<file path="src/hw/rtl/tracked_object_table_unit_defines.svh">
// Assertion macros shared by the tracked object table RTL.
`ifndef TRACKED_OBJECT_TABLE_UNIT_DEFINES_SVH
`define TRACKED_OBJECT_TABLE_UNIT_DEFINES_SVH

// Check that an expression holds at every clock edge outside reset.
`define TOT_ASSERT_HOLDS(lbl, clk, rst_n, expr) \
    lbl: assert property (@(posedge clk) disable iff (!(rst_n)) (expr)) \
        else $error("tracked object table check failed");

// Check that a consequent holds in the cycle after its antecedent.
`define TOT_ASSERT_NEXT(lbl, clk, rst_n, ante, cons) \
    lbl: assert property (@(posedge clk) disable iff (!(rst_n)) (ante) |=> (cons)) \
        else $error("tracked object table sequence check failed");

`endif

</file>
<file path="src/hw/rtl/tot_pkg.sv">
// Shared types, constants and codes for the tracked object table.
`timescale 1ns / 1ps
`default_nettype none
package tot_pkg;

    localparam int ENTRIES   = 64;
    localparam int IDX_W     = (ENTRIES > 1) ? $clog2(ENTRIES) : 1;
    localparam int CNT_W     = $clog2(ENTRIES + 1);
    localparam int KEY_W     = 24;
    localparam int TIME_W    = 32;
    localparam int DIST_W    = 16;
    localparam int SLOT_W    = 6;
    localparam int STATUS_W  = 3;
    localparam int OCC_W     = 7;
    localparam int CFG_IDX_W = 1;
    localparam int CFG_W     = 32;

    localparam logic [TIME_W-1:0] STALE_LIMIT_RST = 32'd60000;
    localparam logic [DIST_W-1:0] RANGE_LIMIT_RST = 16'd1600;

    // Configuration register indexes
    localparam logic [CFG_IDX_W-1:0] CFG_STALE_LIMIT = 1'b0;
    localparam logic [CFG_IDX_W-1:0] CFG_RANGE_LIMIT = 1'b1;

    // Operation codes
    localparam logic OP_UPDATE = 1'b0;
    localparam logic OP_PURGE  = 1'b1;

    typedef enum logic [STATUS_W-1:0] {
        ST_IGNORED  = 3'd0,
        ST_EXISTING = 3'd1,
        ST_EMPTY    = 3'd2,
        ST_STALE    = 3'd3,
        ST_EVICTED  = 3'd4,
        ST_PURGED   = 3'd5
    } t_status;

    typedef enum logic [1:0] {
        S_IDLE,
        S_SCAN,
        S_DONE
    } t_state;

    // One table entry as it travels round the ring
    typedef struct packed {
        logic              valid;
        logic [KEY_W-1:0]  key;
        logic [TIME_W-1:0] last_seen;
        logic              has_dist;
        logic [DIST_W-1:0] distance;
    } t_entry;

    // Write left over from the previous item, applied as its slot passes the head
    typedef struct packed {
        logic             valid;
        logic [IDX_W-1:0] idx;
        t_entry           entry;
    } t_pend;

    // What one pass round the ring has gathered
    typedef struct packed {
        logic [CNT_W-1:0]  total_act;
        logic [CNT_W-1:0]  total_rng;
        logic              match_found;
        logic [IDX_W-1:0]  match_idx;
        logic              match_act;
        logic              match_rng;
        logic              match_hasd;
        logic [DIST_W-1:0] match_dist;
        logic              free_found;
        logic [IDX_W-1:0]  free_idx;
        logic              free_stale;
        logic [IDX_W-1:0]  old_idx;
        logic              old_rng;
    } t_scan_sum;

endpackage
`default_nettype wire

</file>
<file path="src/hw/rtl/tot_cell.sv">
// One ring cell: holds a table entry and passes it on while the ring turns.
`timescale 1ns / 1ps
`default_nettype none
module tot_cell (
    input  wire logic            i_clk,
    input  wire logic            i_rst_n,
    input  wire logic            i_shift,
    input  wire tot_pkg::t_entry i_entry,
    output tot_pkg::t_entry      o_entry
);
    import tot_pkg::*;

    logic              r_valid;
    logic [KEY_W-1:0]  r_key;
    logic [TIME_W-1:0] r_last_seen;
    logic              r_has_dist;
    logic [DIST_W-1:0] r_dist;

    // Valid bit: cleared by reset, table starts empty
    always_ff @(posedge i_clk) begin
        if (!i_rst_n) begin
            r_valid <= 1'b0;
        end else if (i_shift) begin
            r_valid <= i_entry.valid;
        end
    end

    // Entry payload: advance with the ring
    always_ff @(posedge i_clk) begin
        if (i_shift) begin
            r_key       <= i_entry.key;
            r_last_seen <= i_entry.last_seen;
            r_has_dist  <= i_entry.has_dist;
            r_dist      <= i_entry.distance;
        end
    end

    assign o_entry = '{valid: r_valid, key: r_key, last_seen: r_last_seen,
                       has_dist: r_has_dist, distance: r_dist};
endmodule
`default_nettype wire

</file>
<file path="src/hw/rtl/tot_head.sv">
// Ring head: applies pending writes and purges, and gathers match, slot and counts.
`timescale 1ns / 1ps
`default_nettype none
module tot_head (
    input  wire logic                        i_clk,
    input  wire logic                        i_rst_n,
    input  wire logic                        i_start,
    input  wire logic                        i_scan,
    input  wire logic [tot_pkg::IDX_W-1:0]   i_idx,
    input  wire tot_pkg::t_entry             i_head,
    input  wire tot_pkg::t_pend              i_pend,
    input  wire logic                        i_purge,
    input  wire logic [tot_pkg::KEY_W-1:0]   i_key,
    input  wire logic [tot_pkg::TIME_W-1:0]  i_now,
    input  wire logic [tot_pkg::TIME_W-1:0]  i_stale_limit,
    input  wire logic [tot_pkg::DIST_W-1:0]  i_range_limit,
    output tot_pkg::t_entry                  o_feed,
    output tot_pkg::t_scan_sum               o_sum
);
    import tot_pkg::*;

    t_entry            eff;
    logic [TIME_W-1:0] age;
    logic              stale;
    logic              near;
    logic              act;
    logic              rng;
    logic              is_match;
    logic              is_free;

    logic [CNT_W-1:0]  r_total_act;
    logic [CNT_W-1:0]  r_total_rng;
    logic              r_match_found;
    logic              r_free_found;
    logic              r_old_have;
    logic [IDX_W-1:0]  r_match_idx;
    logic              r_match_act;
    logic              r_match_rng;
    logic              r_match_hasd;
    logic [DIST_W-1:0] r_match_dist;
    logic [IDX_W-1:0]  r_free_idx;
    logic              r_free_stale;
    logic [IDX_W-1:0]  r_old_idx;
    logic [TIME_W-1:0] r_old_age;
    logic              r_old_rng;

    // Examine the entry at the head after the pending write and any purge
    always_comb begin
        eff = i_head;
        if (i_pend.valid && (i_pend.idx == i_idx)) begin
            eff = i_pend.entry;
        end
        age   = i_now - eff.last_seen;
        stale = age > i_stale_limit;
        if (i_purge && eff.valid && stale) begin
            eff.valid = 1'b0;
        end
        near     = eff.has_dist && (eff.distance <= i_range_limit);
        act      = eff.valid && !stale;
        rng      = act && near;
        is_match = eff.valid && (eff.key == i_key);
        is_free  = !eff.valid || stale;
    end

    assign o_feed = eff;

    // Flags and counts: clear on start, gather while the ring turns
    always_ff @(posedge i_clk) begin
        if (!i_rst_n) begin
            r_total_act   <= '0;
            r_total_rng   <= '0;
            r_match_found <= 1'b0;
            r_free_found  <= 1'b0;
            r_old_have    <= 1'b0;
        end else if (i_start) begin
            r_total_act   <= '0;
            r_total_rng   <= '0;
            r_match_found <= 1'b0;
            r_free_found  <= 1'b0;
            r_old_have    <= 1'b0;
        end else if (i_scan) begin
            r_total_act <= r_total_act + CNT_W'(act);
            r_total_rng <= r_total_rng + CNT_W'(rng);
            if (!r_match_found && is_match) begin
                r_match_found <= 1'b1;
            end
            if (!r_free_found && is_free) begin
                r_free_found <= 1'b1;
            end
            if (eff.valid && (!r_old_have || (age > r_old_age))) begin
                r_old_have <= 1'b1;
            end
        end
    end

    // Candidate details: hold the first match, first free slot and oldest entry
    always_ff @(posedge i_clk) begin
        if (i_scan && !i_start) begin
            if (!r_match_found && is_match) begin
                r_match_idx  <= i_idx;
                r_match_act  <= act;
                r_match_rng  <= rng;
                r_match_hasd <= eff.has_dist;
                r_match_dist <= eff.distance;
            end
            if (!r_free_found && is_free) begin
                r_free_idx   <= i_idx;
                r_free_stale <= eff.valid;
            end
            if (eff.valid && (!r_old_have || (age > r_old_age))) begin
                r_old_idx <= i_idx;
                r_old_age <= age;
                r_old_rng <= rng;
            end
        end
    end

    assign o_sum = '{total_act:   r_total_act,
                     total_rng:   r_total_rng,
                     match_found: r_match_found,
                     match_idx:   r_match_idx,
                     match_act:   r_match_act,
                     match_rng:   r_match_rng,
                     match_hasd:  r_match_hasd,
                     match_dist:  r_match_dist,
                     free_found:  r_free_found,
                     free_idx:    r_free_idx,
                     free_stale:  r_free_stale,
                     old_idx:     r_old_idx,
                     old_rng:     r_old_rng};
endmodule
`default_nettype wire

</file>
<file path="src/hw/rtl/tracked_object_table_unit.sv">
// The entry ring turns once per item past a single head that examines one entry a cycle;
// the input stalls while an item's pass is in progress, so a new item waits for it to end.
// A table write found by one item is applied as that slot passes the head in the next.
// Reset (synchronous, active low) empties the table at once and restores the
// stale and range limits to 60000 ms and 100 nmi; no clearing pass is needed.
`timescale 1ns / 1ps
`default_nettype none
`include "tracked_object_table_unit_defines.svh"
module tracked_object_table_unit (
    input  wire logic                           i_clk,
    input  wire logic                           i_rst_n,
    // configuration write port
    input  wire logic                           i_cfg_we,
    input  wire logic [tot_pkg::CFG_IDX_W-1:0]  i_cfg_index,
    input  wire logic [tot_pkg::CFG_W-1:0]      i_cfg_data,
    // input item channel
    input  wire logic                           i_in_valid,
    output logic                                o_in_stall,
    input  wire logic                           i_operation,
    input  wire logic [tot_pkg::KEY_W-1:0]      i_target_key,
    input  wire logic [tot_pkg::TIME_W-1:0]     i_now_ms,
    input  wire logic                           i_observed,
    input  wire logic                           i_distance_valid,
    input  wire logic [tot_pkg::DIST_W-1:0]     i_distance,
    // result item channel
    output logic                                o_out_valid,
    input  wire logic                           i_out_stall,
    output logic [tot_pkg::SLOT_W-1:0]          o_slot,
    output logic [tot_pkg::STATUS_W-1:0]        o_status,
    output logic [tot_pkg::OCC_W-1:0]           o_active_count,
    output logic [tot_pkg::OCC_W-1:0]           o_in_range_count
);
    import tot_pkg::*;

    localparam logic [IDX_W-1:0] LAST_IDX = IDX_W'(ENTRIES - 1);

    t_state r_state;
    t_state n_state;
    logic   start;
    logic   scan;
    logic   finish;

    logic [TIME_W-1:0] r_stale_limit;
    logic [DIST_W-1:0] r_range_limit;

    logic              r_op;
    logic [KEY_W-1:0]  r_key;
    logic [TIME_W-1:0] r_now;
    logic              r_obs;
    logic              r_dist_ok;
    logic [DIST_W-1:0] r_dist;
    logic [IDX_W-1:0]  r_idx;

    logic              r_pend_valid;
    logic [IDX_W-1:0]  r_pend_idx;
    t_entry            r_pend_entry;
    logic              n_pend_valid;
    logic [IDX_W-1:0]  n_pend_idx;
    t_entry            n_pend_entry;
    t_pend             pend;

    logic              r_out_valid;
    logic [IDX_W-1:0]  r_slot;
    t_status           r_status;
    logic [CNT_W-1:0]  r_active;
    logic [CNT_W-1:0]  r_in_range;
    logic [IDX_W-1:0]  n_slot;
    t_status           n_status;
    logic [CNT_W-1:0]  n_active;
    logic [CNT_W-1:0]  n_in_range;

    t_entry            ring [ENTRIES];
    t_entry            feed;
    t_scan_sum         sum;

    logic              obs;
    logic              new_hasd;
    logic [DIST_W-1:0] new_dist;
    logic              new_rng;

    // Configuration registers: the user must see that they are written only while idle; the block does not enforce it
    always_ff @(posedge i_clk) begin
        if (!i_rst_n) begin
            r_stale_limit <= STALE_LIMIT_RST;
            r_range_limit <= RANGE_LIMIT_RST;
        end else if (i_cfg_we) begin
            case (i_cfg_index)
                CFG_STALE_LIMIT: r_stale_limit <= i_cfg_data;
                CFG_RANGE_LIMIT: r_range_limit <= i_cfg_data[DIST_W-1:0];
                default: ;
            endcase
        end
    end

    // Sequencer state register
    always_ff @(posedge i_clk) begin
        if (!i_rst_n) begin
            r_state <= S_IDLE;
        end else begin
            r_state <= n_state;
        end
    end

    // Sequencer: take an item, turn the ring once, then publish the result
    always_comb begin
        n_state = r_state;
        start   = 1'b0;
        scan    = 1'b0;
        finish  = 1'b0;
        case (r_state)
            S_IDLE: begin
                if (i_in_valid) begin
                    start   = 1'b1;
                    n_state = S_SCAN;
                end
            end
            S_SCAN: begin
                scan = 1'b1;
                if (r_idx == LAST_IDX) begin
                    n_state = S_DONE;
                end
            end
            S_DONE: begin
                if (!r_out_valid || !i_out_stall) begin
                    finish  = 1'b1;
                    n_state = S_IDLE;
                end
            end
            default: n_state = S_IDLE;
        endcase
    end

    assign o_in_stall = (r_state != S_IDLE);

    // Item registers and head index
    always_ff @(posedge i_clk) begin
        if (start) begin
            r_op      <= i_operation;
            r_key     <= i_target_key;
            r_now     <= i_now_ms;
            r_obs     <= i_observed;
            r_dist_ok <= i_distance_valid;
            r_dist    <= i_distance;
            r_idx     <= '0;
        end else if (scan) begin
            r_idx <= r_idx + IDX_W'(1);
        end
    end

    // Ring of entry cells: each hands its entry to the one before it
    for (genvar g = 0; g < ENTRIES; g++) begin : g_ring
        if (g == ENTRIES - 1) begin : g_tail
            tot_cell u_cell (
                .i_clk   (i_clk),
                .i_rst_n (i_rst_n),
                .i_shift (scan),
                .i_entry (feed),
                .o_entry (ring[g])
            );
        end else begin : g_body
            tot_cell u_cell (
                .i_clk   (i_clk),
                .i_rst_n (i_rst_n),
                .i_shift (scan),
                .i_entry (ring[g+1]),
                .o_entry (ring[g])
            );
        end
    end

    assign pend = '{valid: r_pend_valid, idx: r_pend_idx, entry: r_pend_entry};

    tot_head u_head (
        .i_clk         (i_clk),
        .i_rst_n       (i_rst_n),
        .i_start       (start),
        .i_scan        (scan),
        .i_idx         (r_idx),
        .i_head        (ring[0]),
        .i_pend        (pend),
        .i_purge       (r_op == OP_PURGE),
        .i_key         (r_key),
        .i_now         (r_now),
        .i_stale_limit (r_stale_limit),
        .i_range_limit (r_range_limit),
        .o_feed        (feed),
        .o_sum         (sum)
    );

    // Resolve the slot, status, counts and the write left for the next pass
    always_comb begin
        obs      = r_obs || r_dist_ok;
        new_hasd = r_dist_ok;
        new_dist = r_dist_ok ? r_dist : '0;
        if (sum.match_found) begin
            new_hasd = r_dist_ok || sum.match_hasd;
            new_dist = r_dist_ok ? r_dist : sum.match_dist;
        end
        new_rng = new_hasd && (new_dist <= r_range_limit);

        n_slot       = '0;
        n_status     = ST_IGNORED;
        n_active     = sum.total_act;
        n_in_range   = sum.total_rng;
        n_pend_valid = 1'b0;
        n_pend_idx   = '0;
        n_pend_entry = '{valid: 1'b1, key: r_key, last_seen: r_now,
                         has_dist: new_hasd, distance: new_dist};

        if (r_op == OP_PURGE) begin
            n_status = ST_PURGED;
        end else if (sum.match_found) begin
            n_slot   = sum.match_idx;
            n_status = ST_EXISTING;
            if (obs) begin
                n_pend_valid = 1'b1;
                n_pend_idx   = sum.match_idx;
                n_active     = sum.total_act - CNT_W'(sum.match_act) + CNT_W'(1);
                n_in_range   = sum.total_rng - CNT_W'(sum.match_rng) + CNT_W'(new_rng);
            end
        end else if (obs) begin
            n_pend_valid = 1'b1;
            if (sum.free_found) begin
                n_slot     = sum.free_idx;
                n_status   = sum.free_stale ? ST_STALE : ST_EMPTY;
                n_active   = sum.total_act + CNT_W'(1);
                n_in_range = sum.total_rng + CNT_W'(new_rng);
            end else begin
                n_slot     = sum.old_idx;
                n_status   = ST_EVICTED;
                n_in_range = sum.total_rng - CNT_W'(sum.old_rng) + CNT_W'(new_rng);
            end
            n_pend_idx = n_slot;
        end
    end

    // Pending write: replace at the end of every pass
    always_ff @(posedge i_clk) begin
        if (!i_rst_n) begin
            r_pend_valid <= 1'b0;
        end else if (finish) begin
            r_pend_valid <= n_pend_valid;
        end
    end

    always_ff @(posedge i_clk) begin
        if (finish) begin
            r_pend_idx   <= n_pend_idx;
            r_pend_entry <= n_pend_entry;
        end
    end

    // Output register: hold the result until taken
    always_ff @(posedge i_clk) begin
        if (!i_rst_n) begin
            r_out_valid <= 1'b0;
        end else if (finish) begin
            r_out_valid <= 1'b1;
        end else if (!i_out_stall) begin
            r_out_valid <= 1'b0;
        end
    end

    always_ff @(posedge i_clk) begin
        if (finish) begin
            r_slot     <= n_slot;
            r_status   <= n_status;
            r_active   <= n_active;
            r_in_range <= n_in_range;
        end
    end

    assign o_out_valid      = r_out_valid;
    assign o_slot           = SLOT_W'(r_slot);
    assign o_status         = r_status;
    assign o_active_count   = OCC_W'(r_active);
    assign o_in_range_count = OCC_W'(r_in_range);

    // Checks on the sequencer and the pending write
    `TOT_ASSERT_NEXT(a_accept_starts_pass, i_clk, i_rst_n, i_in_valid && !o_in_stall, r_state == S_SCAN && r_idx == '0)
    `TOT_ASSERT_NEXT(a_pend_held_in_pass, i_clk, i_rst_n, r_state == S_SCAN, $stable(r_pend_valid))
    `TOT_ASSERT_HOLDS(a_result_after_pass, i_clk, i_rst_n, !$rose(r_out_valid) || $past(r_state) == S_DONE)

endmodule
`default_nettype wire
</file>
<file path="config.mk">
export PLATFORM = sky130hd
export DESIGN_NAME = tracked_object_table_unit
export DESIGN_NICKNAME = d
export VERILOG_FILES = /design/src/hw/rtl/tot_pkg.sv /design/src/hw/rtl/tot_cell.sv /design/src/hw/rtl/tot_head.sv /design/src/hw/rtl/tracked_object_table_unit.sv
export VERILOG_INCLUDE_DIRS = /design/src /design/src/hw/rtl
export SDC_FILE = /design/constraint.sdc
export NUM_CORES = 2
export LEC_CHECK = 0
export ABC_AREA = 0
export ABC_CLOCK_PERIOD_IN_PS = 312700
export BUFFER_PORTS_ARGS = -buffer_cell sky130_fd_sc_hd__buf_2
export CAP_MARGIN = 0
export CORE_MARGIN = 2
export CORE_UTILIZATION = 60
export CTS_CLUSTER_DIAMETER = 50
export CTS_CLUSTER_SIZE = 16
export DETAILED_ROUTE_END_ITERATION = 6
export PLACE_DENSITY = 0.87
export SYNTH_ARGS = -nofsm -noshare
export SYNTH_HDL_FRONTEND = slang
export SYNTH_SLANG_ARGS = --single-unit
</file>
<file path="constraint.sdc">
create_clock -name i_clk -period 312.7 [get_ports i_clk]
set_input_delay 62.54 -clock i_clk [delete_from_list [all_inputs] [get_ports i_clk]]
set_output_delay 62.54 -clock i_clk [all_outputs]
set_load 0.02 [all_outputs]
</file>
==> metrics.csv <==
stage,metric,value,unit
run_status,status,finished clean,
yosys,yosys_warnings,0,
timing,fmax,0.0156,GHz
yosys,async_flop_share,0,%
power,p_comb_share,2.9,%
place,place_congestion,0.855,
timing,max_slew.worst_pin.slew,1250,ps
grt,track_usage,20.8,%
floorplan,core-area,265000,um2
yosys,synth_edf_count,4920,
yosys,synth_cells,6536,
critical_path,required,250160,ps
clock_network,cts.sinks,5059,
critical_path,crit_path_start_kind,register,
critical_path,critPathMaxFanout,3,
yosys,syn_nets,6812,
yosys,yosysSeqAreaShare,94.0,%
clock_network,clk_pin_slew,70,ps
routing,antenna_left,0,
timing,slew_headroom,16.7,%
grt,grt_overflow,0,
power,peakVddDrop,0.00000542,V
yosys,dominantRegCellSynth,edfxtp_1,
clock_network,cts_htree_levels,5,
yosys,yosysTopAreaCell,edfxtp_1,
floorplan,num_rows,189,
routing,routedWlPerCell,26.3,um
yosys,synth-seq-cells,5059,
critical_path,end_kind,output port,
layout,utilization,66.8,%
yosys,avgSynthCellArea,24.5,um2
clock_network,cts_hold_buf,0,
yosys,syn_area,160000,um2
power,pwr-share-seq,60.9,%
place,dp_hpwl,138,mm
yosys,yosys.cell_types.count,67,
timing,hold_viol_final,0,
clock_network,tritoncts,done,
clock_network,clk_latency,920,ps
floorplan,pin_count,138,
grt,grt_start_max_net_pins,212,
layout,nets,7336,
clock_network,cts_buffers,395,
clock_network,clockBufferDepth,4,
layout,syn_to_final_growth,10.8,%
floorplan,die_w,521,um
routing,drt-initial-drc-count,7678,
timing,layout_min_cycle_time,64280,ps
power,cellPowerDensity,7.49,nW/um2
routing,via_per_inst,5.68,
place,dp.cells,10196,
timing,slew_violations,0,
yosys,yosysMostFrequentCell,edfxtp_1,
routing,num_vias,61419,
timing,post-route-period-util,20.6,%
critical_path,critPathArrivalTime,1740,ps
power,power.leakage,58.4,nW
clock_network,cts_resized,0,
place,io_buffers,137,
yosys,synth_common_cells,"edfxtp_1 (4920), nand2_1 (308), inv_1 (163), ha_1 (160), dfxtp_1 (139)",
min_path,hold_path.class,register to register,
flow_run,cap_violations,0,
power,swShare,21.0,%
clock_network,cts_setup_buffers,0,
power,switching_power,0.279,mW
grt,grt_pass1_vias,63398,
grt,grt_pass1_wl,416,mm
yosys,synth_top_cell_area_share,92.3,%
layout,drive_above_1_share,10.5,%
power,p_int,1.05,mW
grt,antenna_found_initial,17,
routing,post-route-drc-count,0,
clock_network,cts-root-buf,clkbuf_16,
timing,skew,62.8,ps
floorplan,die_y,521,um
timing,tns,0,ps
power,pwr-share-clk,36.3,%
critical_path,worstSetupPathType,register to output port,
routing,routed_wl,284,mm
floorplan,dieArea,271000,um2
floorplan,initial_core_util,60.3,%
routing,first_pass_iters,6,
layout,layout.cells.non_filler,10814,
timing,setup_viol,0,
timing,rsz0062_at_grt,no,
yosys,ys_top_cells_by_area,"edfxtp_1 (92%), dfxtp_1 (1.7%), ha_1 (1.3%)",
==> routing by layer <==
layer	vias to the layer above	track usage [%]	share of wire, %
li1	26668	-	-
met1	31455	27.4	39
met2	2573	34.3	50
met3	721	3.25	5.7
met4	2	10.6	5.9
met5	-	0	0.0028
==> registers in the layout, indices dropped and copies added (netlist names), 32 cells and up <==
name,flops
g_ring.g_body.u_cell.r_last_seen,2016
r_stale_limit,32
pend,73
g_ring.g_body.u_cell.r_key,1512
g_ring.g_body.u_cell.r_has_dist,63
g_ring.g_body.u_cell.r_dist,1008
g_ring.g_body.u_cell.r_valid,63
g_ring.g_tail.u_cell.r_last_seen,32
r_now,32
u_head.r_old_age,32
==> kinds of logic after synthesis <==
group	share of synthesized area, %
AO/OA/AOI/OAI	1.77
adder cells (fa/ha/maj)	1.29
AND/OR/NAND/NOR	1.42
multiplexers	0.424
buffers and inverters	0.573
flip-flops	94.0
XOR/XNOR	0.485
==> final timing paths <==
check | from | endpoint | slack, ps | depth (start not counted)
max | r_state[1] | o_in_stall | 248420 | 2
min reg2reg | g_ring[41].g_body.u_cell.r_key[19] | g_ring[40].g_body.u_cell.r_key[19] | 380 | 0
max reg2reg | r_idx[0] | u_head.r_total_rng[4] | 303420 | 28
min | g_ring[41].g_body.u_cell.r_key[19] | g_ring[40].g_body.u_cell.r_key[19] | 380 | 0
==> power by group through the flow <==
stage               sequential, mW  combinational [mW]  clock (mW)
finish                       0.809              0.0379       0.482
global route                 0.812              0.0414       0.513
CTS                          0.810              0.0376       0.493
detailed placement           0.821              0.0364           0
global placement             0.819              0.0340           0
floorplan                     1.07              0.0245           0
==> critical path, stage by stage (launching register included) <==
cell and delay [ps]:
dfxtp_1 320, or2_2 350, buf_2 180
==> area by class of cell <==
type                       count  area (um2)
fill                       15348       88000
antenna                       10        25.0
multi-input combinational   1241        8660
timing repair buffer         198        1280
clock buffer                 477       10400
inverter                     165         627
sequential                  5059      151000
clock inverter               131        1370
tap                         3533        4420
==> cell usage in the layout, fill, tap and decap left out, types with 18 or more instances in the layout <==
cell type / instances
mux2_2: 26
clkinv_2: 28
xnor2_1: 54
nand3_1: 22
mux2i_1: 37
buf_2: 137
buf_4: 50
o21a_1: 20
dfxtp_1: 139
a21o_1: 41
o211ai_1: 19
nand4_1: 37
a22o_1: 18
a21oi_1: 86
inv_1: 162
ha_1: 160
edfxtp_1: 4920
clkinv_1: 25
nor2_1: 62
xor2_1: 32
clkbuf_1: 68
o21ai_0: 46
a21boi_0: 104
nand2_1: 308
clkbuf_16: 405
inv_6: 18
==> metrics by stage <==
step | total power [mW] | hold WS [ps] | setup slack, ps | area, um2
floorplan | 1.10 | 400 | 179440 | 160000
global placement | 0.853 | 400 | 247990 | 166000
detailed placement | 0.858 | 405 | 247940 | 166000
CTS | 1.34 | 369 | 248360 | 177000
global route | 1.37 | 372 | 248350 | 177000
finish | 1.33 | 380 | 248420 | 177000
Note: power is estimated with default switching activity, not from simulation.
